File: config.mk
export PLATFORM = sky130hd
export DESIGN_NAME = port_class_traffic_accumulator
export DESIGN_NICKNAME = d
export VERILOG_FILES = /design/src/hdl/pca_pkg.sv /design/src/hdl/port_class_traffic_accumulator.sv /design/src/hdl/pca_div.sv
export SDC_FILE = /design/constraint.sdc
export NUM_CORES = 2
export LEC_CHECK = 0
export ABC_AREA = 0
export BUFFER_PORTS_ARGS = -buffer_cell sky130_fd_sc_hd__buf_2
export CORE_UTILIZATION = 50
export CTS_CLUSTER_SIZE = 25
export DETAILED_ROUTE_END_ITERATION = 10
export MAX_ROUTING_LAYER = met4
export PLACE_DENSITY = 0.79
export SYNTH_ARGS = -nofsm -noshare
export SYNTH_HDL_FRONTEND = slang
export SYNTH_SLANG_ARGS = --single-unit
File: constraint.sdc
create_clock -name clk -period 29.6 [get_ports clk]
set_input_delay 1.48 -clock clk [delete_from_list [all_inputs] [get_ports clk]]
set_output_delay 1.48 -clock clk [all_outputs]
set_load 0.02 [all_outputs]
File: src/hdl/pca_pkg.sv
// ----------------------------------------------------------------------------
// pca_pkg
// Shared types, codes and the fixed port-to-class map of the port class
// traffic accumulator.
// ----------------------------------------------------------------------------
package pca_pkg;

	localparam int unsigned CLASS_W = 3;
	localparam int unsigned BYTE_W  = 64;
	localparam int unsigned PKT_W   = 32;
	localparam int unsigned DIV_W   = 16;
	localparam int unsigned STEP_W  = 7;

	// Application classes
	localparam logic [CLASS_W-1:0] CLS_WEB     = 3'd0;
	localparam logic [CLASS_W-1:0] CLS_NET     = 3'd1;
	localparam logic [CLASS_W-1:0] CLS_MAIL    = 3'd2;
	localparam logic [CLASS_W-1:0] CLS_SHARE   = 3'd5;
	localparam logic [CLASS_W-1:0] CLS_UNKNOWN = 3'd6;

	// Record kinds
	localparam logic [1:0] KIND_PLAIN   = 2'd0;
	localparam logic [1:0] KIND_FLOW    = 2'd1;
	localparam logic [1:0] KIND_SAMPLED = 2'd2;

	// Operations
	localparam logic OP_RECORD = 1'b0;
	localparam logic OP_FLUSH  = 1'b1;

	// Divider command
	typedef struct packed {
		logic                start;
		logic [STEP_W-1:0]   steps;
		logic [BYTE_W-1:0]   dividend;
		logic [DIV_W-1:0]    divisor;
	} div_cmd_t;

	// Divider status
	typedef struct packed {
		logic                done;
		logic [BYTE_W-1:0]   quotient;
	} div_sts_t;

	// Map one TCP port to its class
	function automatic logic [CLASS_W-1:0] port_class(input logic [15:0] p);
		logic [CLASS_W-1:0] c;
		c = CLS_UNKNOWN;
		case (p) inside
			16'd80, 16'd443, 16'd8080, 16'd3128, 16'd3130, 16'd9090:
				c = CLS_WEB;
			[16'd20:16'd23], 16'd53, 16'd123, 16'd135, [16'd137:16'd139],
			16'd161, 16'd162, 16'd311, 16'd387, 16'd445, 16'd548, 16'd568,
			16'd569, 16'd873, 16'd989, 16'd990, 16'd992, 16'd1110, 16'd1512,
			16'd2049:
				c = CLS_NET;
			16'd25, 16'd109, 16'd110, 16'd119, 16'd143, 16'd220, 16'd465,
			16'd563, 16'd993, 16'd995:
				c = CLS_MAIL;
			[16'd4000:16'd4999], 16'd412, 16'd1214, 16'd5000, 16'd5500,
			16'd5501, 16'd5555, 16'd6346, 16'd6574, 16'd6666, 16'd6688,
			16'd6697, 16'd6699, 16'd7070, 16'd7777, 16'd8311:
				c = CLS_SHARE;
			default: c = CLS_UNKNOWN;
		endcase
		return c;
	endfunction

endpackage

File: src/hdl/port_class_traffic_accumulator.sv
// ----------------------------------------------------------------------------
// port_class_traffic_accumulator
// Classifies TCP records by port, accumulates per-class bytes and packets,
// and on flush emits per-class rates over the measurement interval.
// ----------------------------------------------------------------------------
// A record is accepted, then makes three passes through one shared
// 32x32 multiplier (low byte word, high byte word, packets) with the
// counter update on the last pass. A flush runs, for each class, 64 + 32
// steps of the one-bit-per-cycle divider and then waits for the output.
// Reset marks all counters invalid so they read as zero, closes the
// interval and sets the interval length register to 1.
module port_class_traffic_accumulator #(
	parameter int unsigned NUM_CLASSES = 7
) (
	input  logic         clk,
	input  logic         arst_n,
	input  logic         s_axis_tvalid,
	output logic         s_axis_tready,
	// sport[15:0], dport[31:16], byte_count[95:32], pkt_count[127:96],
	// sampling[159:128], time_sec[191:160]
	input  logic [191:0] s_axis_tdata,
	// op[0], record_kind[2:1], is_tcp[3], first_of_flow[4]
	input  logic [4:0]   s_axis_tuser,
	output logic         m_axis_tvalid,
	input  logic         m_axis_tready,
	// interval_start[31:0], byte_rate[95:32], pkt_rate[127:96]
	output logic [127:0] m_axis_tdata,
	// app_class[2:0]
	output logic [2:0]   m_axis_tuser,
	output logic         m_axis_tlast,
	input  logic         cfg_valid,
	output logic         cfg_ready,
	input  logic [15:0]  cfg_data
);

	localparam int unsigned KW = (NUM_CLASSES > 1) ? $clog2(NUM_CLASSES) : 1;

	typedef enum logic [7:0] {
		ST_IDLE = 8'b00000001,
		ST_MUL0 = 8'b00000010,
		ST_MUL1 = 8'b00000100,
		ST_MUL2 = 8'b00001000,
		ST_LOAD = 8'b00010000,
		ST_DIVB = 8'b00100000,
		ST_DIVP = 8'b01000000,
		ST_OUT  = 8'b10000000
	} state_t;

	state_t                     st_q;
	logic [15:0]                isec_q;
	logic                       open_q;
	logic [31:0]                first_q;
	logic [NUM_CLASSES-1:0]     vld_q;
	logic [63:0]                byte_tot_q [NUM_CLASSES];
	logic [31:0]                pkt_tot_q  [NUM_CLASSES];
	logic [KW-1:0]              cls_q;
	logic [KW-1:0]              k_q;
	logic [63:0]                bytes_q;
	logic [31:0]                mult_q;
	logic [31:0]                pa_q;
	logic [63:0]                acc_q;
	logic [15:0]                dsr_q;
	logic [63:0]                qb_q;
	logic [63:0]                ob_q;
	logic [31:0]                op_q;
	logic [2:0]                 oc_q;
	logic                       ol_q;

	logic                       in_op, in_tcp, in_first;
	logic [1:0]                 in_kind;
	logic [15:0]                in_sp, in_dp;
	logic [63:0]                in_bytes;
	logic [31:0]                in_pkts, in_samp, in_tsec;
	logic                       acc_rec, drop;
	logic [2:0]                 ca, cb, cmin;
	logic [KW-1:0]              cfold;
	logic [KW-1:0]              ridx;
	logic [63:0]                rd_byte;
	logic [31:0]                rd_pkt;
	logic [31:0]                mul_a;
	logic [63:0]                prod;
	logic                       last_k;
	pca_pkg::div_cmd_t          dcmd;
	pca_pkg::div_sts_t          dsts;

	// Unpack input transfer
	always_comb begin
		in_op    = s_axis_tuser[0];
		in_kind  = s_axis_tuser[2:1];
		in_tcp   = s_axis_tuser[3];
		in_first = s_axis_tuser[4];
		in_sp    = s_axis_tdata[15:0];
		in_dp    = s_axis_tdata[31:16];
		in_bytes = s_axis_tdata[95:32];
		in_pkts  = s_axis_tdata[127:96];
		in_samp  = s_axis_tdata[159:128];
		in_tsec  = s_axis_tdata[191:160];
	end

	assign s_axis_tready = (st_q == ST_IDLE);
	assign cfg_ready     = 1'b1;
	assign acc_rec       = s_axis_tvalid && s_axis_tready;
	assign drop          = !in_tcp || (in_kind == pca_pkg::KIND_FLOW && !in_first);

	// Classify: lower of the two port classes, folded into range
	always_comb begin
		ca    = pca_pkg::port_class(in_sp);
		cb    = pca_pkg::port_class(in_dp);
		cmin  = (ca < cb) ? ca : cb;
		cfold = (5'(cmin) >= 5'(NUM_CLASSES)) ? KW'(NUM_CLASSES - 1) : KW'(cmin);
	end

	// Counter read port; entries not valid read as zero
	always_comb begin
		ridx    = (st_q == ST_MUL2) ? cls_q : k_q;
		rd_byte = vld_q[ridx] ? byte_tot_q[ridx] : 64'd0;
		rd_pkt  = vld_q[ridx] ? pkt_tot_q[ridx] : 32'd0;
	end

	// Shared multiplier
	always_comb begin
		case (st_q)
			ST_MUL0: mul_a = bytes_q[31:0];
			ST_MUL1: mul_a = bytes_q[63:32];
			default: mul_a = pa_q;
		endcase
		prod = {32'd0, mul_a} * {32'd0, mult_q};
	end

	assign last_k = (k_q == KW'(NUM_CLASSES - 1));

	// Divider commands
	always_comb begin
		dcmd.start    = 1'b0;
		dcmd.steps    = pca_pkg::STEP_W'(64);
		dcmd.dividend = rd_byte;
		dcmd.divisor  = dsr_q;
		if (st_q == ST_LOAD) begin
			dcmd.start = 1'b1;
		end else if (st_q == ST_DIVB && dsts.done) begin
			dcmd.start    = 1'b1;
			dcmd.steps    = pca_pkg::STEP_W'(32);
			dcmd.dividend = {rd_pkt, 32'd0};
		end
	end

	pca_div u_div (
		.clk    (clk),
		.arst_n (arst_n),
		.cmd    (dcmd),
		.sts    (dsts)
	);

	// Sequencer and control state
	always_ff @(posedge clk or negedge arst_n) begin
		if (!arst_n) begin
			st_q   <= ST_IDLE;
			isec_q <= 16'd1;
			open_q <= 1'b0;
			vld_q  <= '0;
			k_q    <= '0;
		end else begin
			if (cfg_valid && cfg_ready) begin
				isec_q <= cfg_data;
			end
			case (st_q)
				ST_IDLE: begin
					if (acc_rec) begin
						if (in_op == pca_pkg::OP_FLUSH) begin
							if (open_q) begin
								k_q  <= '0;
								st_q <= ST_LOAD;
							end
						end else if (!drop) begin
							if (!open_q) begin
								open_q <= 1'b1;
								vld_q  <= '0;
							end
							st_q <= ST_MUL0;
						end
					end
				end
				ST_MUL0: st_q <= ST_MUL1;
				ST_MUL1: st_q <= ST_MUL2;
				ST_MUL2: begin
					vld_q[cls_q] <= 1'b1;
					st_q         <= ST_IDLE;
				end
				ST_LOAD: st_q <= ST_DIVB;
				ST_DIVB: begin
					if (dsts.done) begin
						st_q <= ST_DIVP;
					end
				end
				ST_DIVP: begin
					if (dsts.done) begin
						st_q <= ST_OUT;
					end
				end
				ST_OUT: begin
					if (m_axis_tready) begin
						if (last_k) begin
							open_q <= 1'b0;
							st_q   <= ST_IDLE;
						end else begin
							k_q  <= k_q + KW'(1);
							st_q <= ST_LOAD;
						end
					end
				end
				default: st_q <= ST_IDLE;
			endcase
		end
	end

	// Datapath registers
	always_ff @(posedge clk) begin
		case (st_q)
			ST_IDLE: begin
				if (acc_rec) begin
					dsr_q   <= (isec_q == 16'd0) ? 16'd1 : isec_q;
					cls_q   <= cfold;
					bytes_q <= in_bytes;
					if (!open_q) begin
						first_q <= in_tsec;
					end
					case (in_kind)
						pca_pkg::KIND_FLOW: begin
							mult_q <= {16'd0, in_samp[15:0]};
							pa_q   <= in_pkts;
						end
						pca_pkg::KIND_SAMPLED: begin
							mult_q <= in_samp;
							pa_q   <= 32'd1;
						end
						default: begin
							mult_q <= 32'd1;
							pa_q   <= 32'd1;
						end
					endcase
				end
			end
			ST_MUL0: acc_q <= prod;
			ST_MUL1: acc_q[63:32] <= acc_q[63:32] + prod[31:0];
			ST_MUL2: begin
				byte_tot_q[cls_q] <= rd_byte + acc_q;
				pkt_tot_q[cls_q]  <= rd_pkt + prod[31:0];
			end
			ST_DIVB: begin
				if (dsts.done) begin
					qb_q <= dsts.quotient;
				end
			end
			ST_DIVP: begin
				if (dsts.done) begin
					ob_q <= qb_q;
					op_q <= dsts.quotient[31:0];
					oc_q <= 3'(k_q);
					ol_q <= last_k;
				end
			end
			default: ;
		endcase
	end

	// Output transfer
	assign m_axis_tvalid = (st_q == ST_OUT);
	assign m_axis_tdata  = {op_q, ob_q, first_q};
	assign m_axis_tuser  = oc_q;
	assign m_axis_tlast  = ol_q;

endmodule

File: src/hdl/pca_div.sv
// ----------------------------------------------------------------------------
// pca_div
// Restoring divider, one quotient bit per cycle. The dividend is taken
// from the top bits of a 64-bit word; after N steps the quotient sits in
// the low N bits.
// ----------------------------------------------------------------------------
module pca_div (
	input  logic              clk,
	input  logic              arst_n,
	input  pca_pkg::div_cmd_t cmd,
	output pca_pkg::div_sts_t sts
);

	logic [pca_pkg::BYTE_W-1:0] dvd_q;
	logic [pca_pkg::DIV_W:0]    rem_q;
	logic [pca_pkg::DIV_W-1:0]  dsr_q;
	logic [pca_pkg::STEP_W-1:0] cnt_q;
	logic                       busy_q;
	logic                       done_q;
	logic [pca_pkg::DIV_W:0]    rem_sh;
	logic                       ge;

	// Shift in next dividend bit and compare
	always_comb begin
		rem_sh = {rem_q[pca_pkg::DIV_W-1:0], dvd_q[pca_pkg::BYTE_W-1]};
		ge     = rem_sh >= {1'b0, dsr_q};
	end

	// Control
	always_ff @(posedge clk or negedge arst_n) begin
		if (!arst_n) begin
			busy_q <= 1'b0;
			done_q <= 1'b0;
			cnt_q  <= '0;
		end else begin
			done_q <= 1'b0;
			if (cmd.start) begin
				busy_q <= 1'b1;
				cnt_q  <= cmd.steps;
			end else if (busy_q) begin
				cnt_q <= cnt_q - pca_pkg::STEP_W'(1);
				if (cnt_q == pca_pkg::STEP_W'(1)) begin
					busy_q <= 1'b0;
					done_q <= 1'b1;
				end
			end
		end
	end

	// Datapath
	always_ff @(posedge clk) begin
		if (cmd.start) begin
			dvd_q <= cmd.dividend;
			dsr_q <= cmd.divisor;
			rem_q <= '0;
		end else if (busy_q) begin
			rem_q <= ge ? rem_sh - {1'b0, dsr_q} : rem_sh;
			dvd_q <= {dvd_q[pca_pkg::BYTE_W-2:0], ge};
		end
	end

	assign sts.done     = done_q;
	assign sts.quotient = dvd_q;

endmodule
==> results.sh <==
export IMPL_rsz0062_at_grt="false"
export IMPL_instances_no_fill=10814
export IMPL_drt_pass1_iter_count=8
export IMPL_holdBufCountCts=0
export IMPL_die_y_um=420
export IMPL_hold_end="u_div.dsr_q[6]$_DFFE_PN_"
export IMPL_clk_latency_ns=0.80
export IMPL_io_pin_count=353
export IMPL_timing_final_crit_share_pct=41.6
export IMPL_grt_max_degree=151
export IMPL_pre_cts_slack_ns=17.65
export IMPL_grtUsageMet3_pct=5.99
export IMPL_cp_data_arrival_time_ns=12.83
export IMPL_slowest_delay_ns=1.02
export IMPL_cts_sinks=1219
export IMPL_ant_nets=0
export IMPL_max_freq_ghz=0.0812
export IMPL_grt_busiest_layer="met2"
export IMPL_slew_viol_final=0
export IMPL_via_per_inst=5.85
export IMPL_crit_path_start_kind="flip-flop"
export IMPL_core_area_um2=174000
export IMPL_dp_cells=10559
export IMPL_worstHoldStart="dsr_q[6]$_SDFFCE_PN0P_"
export IMPL_mostFrequentLayoutCells="1552 x nand2_1, 1159 x edfxtp_1, 908 x inv_1, 900 x fa_1, 500 x and2_1"
export IMPL_final_common_cell="nand2_1"
export IMPL_drive_above_1_share_pct=8.97
export IMPL_drc=0
export IMPL_antenna_found_initial=10
export IMPL_slew_headroom_pct=5.28
export IMPL_routed_wl_um=242000
export IMPL_synth_warnings=0
export IMPL_numCtsBuffers=132
export IMPL_tightest_slew_ns=1.41
export IMPL_status="completed"
export IMPL_path_class="flip-flop to flip-flop"
export IMPL_drt_iter0_drc=6518
export IMPL_crit_fanout=55
export IMPL_wl_per_cell_um=22.4
export IMPL_gp_congestion=0.980
export IMPL_synth_main_ff_cell="edfxtp_1"
export IMPL_post_cts_resized=0
export IMPL_r2r_end="acc_q[62]$_DFFE_PN_"
export IMPL_place_detailed_hpwl_um=168000
export IMPL_use_met2_pct=45.4
export IMPL_clkSlewWorstSetupHoldPaths_ns=0.06
export IMPL_fill_cells=14394
export IMPL_nNetsFinal=9901
export IMPL_seq_area_frac_synth_pct=41.4
export IMPL_min_period_ns=12.31
export IMPL_cts_tree="yes"
export IMPL_synth_area_per_cell_um2=10.6
export IMPL_synthArstFlopShare_pct=3.61
export IMPL_io_buffer_count=351
export IMPL_end_kind="flip-flop"
export IMPL_tns_ns=0
export IMPL_reg2reg_depth=38
export IMPL_syn_inst=8221
export IMPL_die_x_um=420
export IMPL_grt_use_met1_pct=34.5
export IMPL_synth_cell_area_um2=87500
export IMPL_ys_ff_latch=1219
export IMPL_grt_pass1_wl_um=370000
export IMPL_vias=63286
export IMPL_grt_overflow=0
export IMPL_min_path_cells=0
export IMPL_reg2reg_from="st_q[3]$_DFFE_PN0P_"
export IMPL_setup_viol=0
export IMPL_fin_skew_ns=0.0417
export IMPL_fin_ws_ns=17.29
export IMPL_hold_viol=0
export IMPL_syn_nets=9754
export IMPL_grt_use_total_pct=28.4
export IMPL_synth_edf_count=1159
export IMPL_cts_setup_buffers=0
export IMPL_cts_root_buffer="clkbuf_16"
export IMPL_row_count=153
export IMPL_start_util_pct=50.3
export IMPL_critPathSlowestCell="xor2_1"
export IMPL_area_growth_pct=9.75
export IMPL_dieArea_um2=177000
export IMPL_ctsHtreeMaxLevel=4
export IMPL_r2r_slack_ns=17.29
export IMPL_crit_top_cell="fa_1"
export IMPL_grt_pass1_vias=64715
export IMPL_hp_class="flip-flop to flip-flop"
export IMPL_maxCapViolCount=0
export IMPL_clock_path_buffers=3
export IMPL_cp_required_ns=30.12
export IMPL_ys_types=94
## flip-flops by register name (all words and copies together) (netlist names), 3 cells and up
name          cells
op_q             32
u_div.cnt_q       7
byte_tot_q      448
acc_q            64
st_q              8
u_div.dvd_q      64
pkt_tot_q       224
mult_q           32
bytes_q          64
first_q          32
cls_q             3
ob_q             64
u_div.dsr_q      16
isec_q           16
k_q               3
qb_q             64
pa_q             32
u_div.rem_q      16
m_axis_tuser      3
vld_q             7
dsr_q            16
## how the worst max path moves through the flow
stage | endpoint | depth (start not counted) | start | slack (ns)
after floorplan | byte_tot_q[0][0]$_DFFE_PP_ | 4 | st_q[2]$_DFFE_PN0P_ | 18.56
after detailed placement | pkt_tot_q[1][30]$_DFFE_PP_ | 41 | st_q[3]$_DFFE_PN0P_ | 17.65
after global routing | pkt_tot_q[1][30]$_DFFE_PP_ | 41 | st_q[3]$_DFFE_PN0P_ | 16.59
final | acc_q[62]$_DFFE_PN_ | 38 | st_q[3]$_DFFE_PN0P_ | 17.29
after CTS | acc_q[62]$_DFFE_PN_ | 38 | st_q[3]$_DFFE_PN0P_ | 17.56
after global placement | pkt_tot_q[0][28]$_DFFE_PP_ | 41 | st_q[3]$_DFFE_PN0P_ | 17.91
## critical path, delay by kind of cell, from the launching register on
family                   cells  cell delay [ns]
AO/OA/AOI/OAI                8             1.93
XOR/XNOR                     2             1.19
adder cells (fa/ha/maj)     10             4.66
buffers and inverters        8             1.83
flip-flops                   1             0.43
AND/OR/NAND/NOR             10             1.89
## cell usage after synthesis, types with 19 or more instances
cell type  number  area [um2]
edfxtp_1     1159       34800
a311oi_1       99         867
buf_2          48         240
nand4_1        47         294
mux2_2         19         214
nand2_1      1554        5830
fa_1          900       18000
ha_1          415        5190
xnor2_1       118        1030
o21a_1         21         158
a22oi_1        65         488
nor4_1         31         194
nand2b_1       45         282
nand3_1       276        1380
o21bai_1       29         218
xor2_1         71         622
a31oi_1       136         851
nor2b_1        45         282
inv_1         908        3410
clkbuf_1      383        1440
a21o_1        101         758
a211oi_1       28         210
a21oi_1       255        1280
and2_1        502        3140
o21ai_0       155         776
buf_1          32         120
nor3_1         61         305
nor2_1        384        1440
o211ai_1       19         143
and3_1         27         169
dfrtp_1        42        1050
## final cells by class
type                            instances  area, um2  share of cell area (%)
Antenna cell                           14       35.0                  0.0365
Multi-Input combinational cell       5622      46100                    48.1
Tap cell                             2325       2910                    3.03
Clock buffer                          161       3550                    3.69
Inverter                              910       3420                    3.56
Timing Repair Buffer                  483       2820                    2.94
Sequential cell                      1219      36200                    37.7
Clock inverter                         80        905                   0.942
## stage by stage
step                      util (%)  hold WS [ns]  area (um2)
after floorplan                  -         0.400       87500
after global placement        52.7         0.403       91500
after detailed placement      52.7         0.405       91500
after CTS                     55.2         0.418       96000
after global routing          55.2         0.421       96000
final                         55.2         0.416       96000
## logic make-up after synthesis
family,count (synthesis),share of synthesized area (%)
and+or+nand+nor,3053,16.0
buffers and inverters,1380,6.02
adders and majority gates,1315,26.5
DFF,1219,41.4
AOI/OAI and AO/OA,1036,7.82
xor gates and xnor gates,189,1.89
muxes,28,0.352
other,1,0.00429
## layer usage
metal	vias to the layer above	part of all wire, %
met5	-	0
met3	689	10
li1	27761	-
met4	0	5.0
met1	31376	37
met2	3460	48
Power is not shown: default switching activity piles up to over one toggle a cycle in this logic, so the estimate is an artifact.
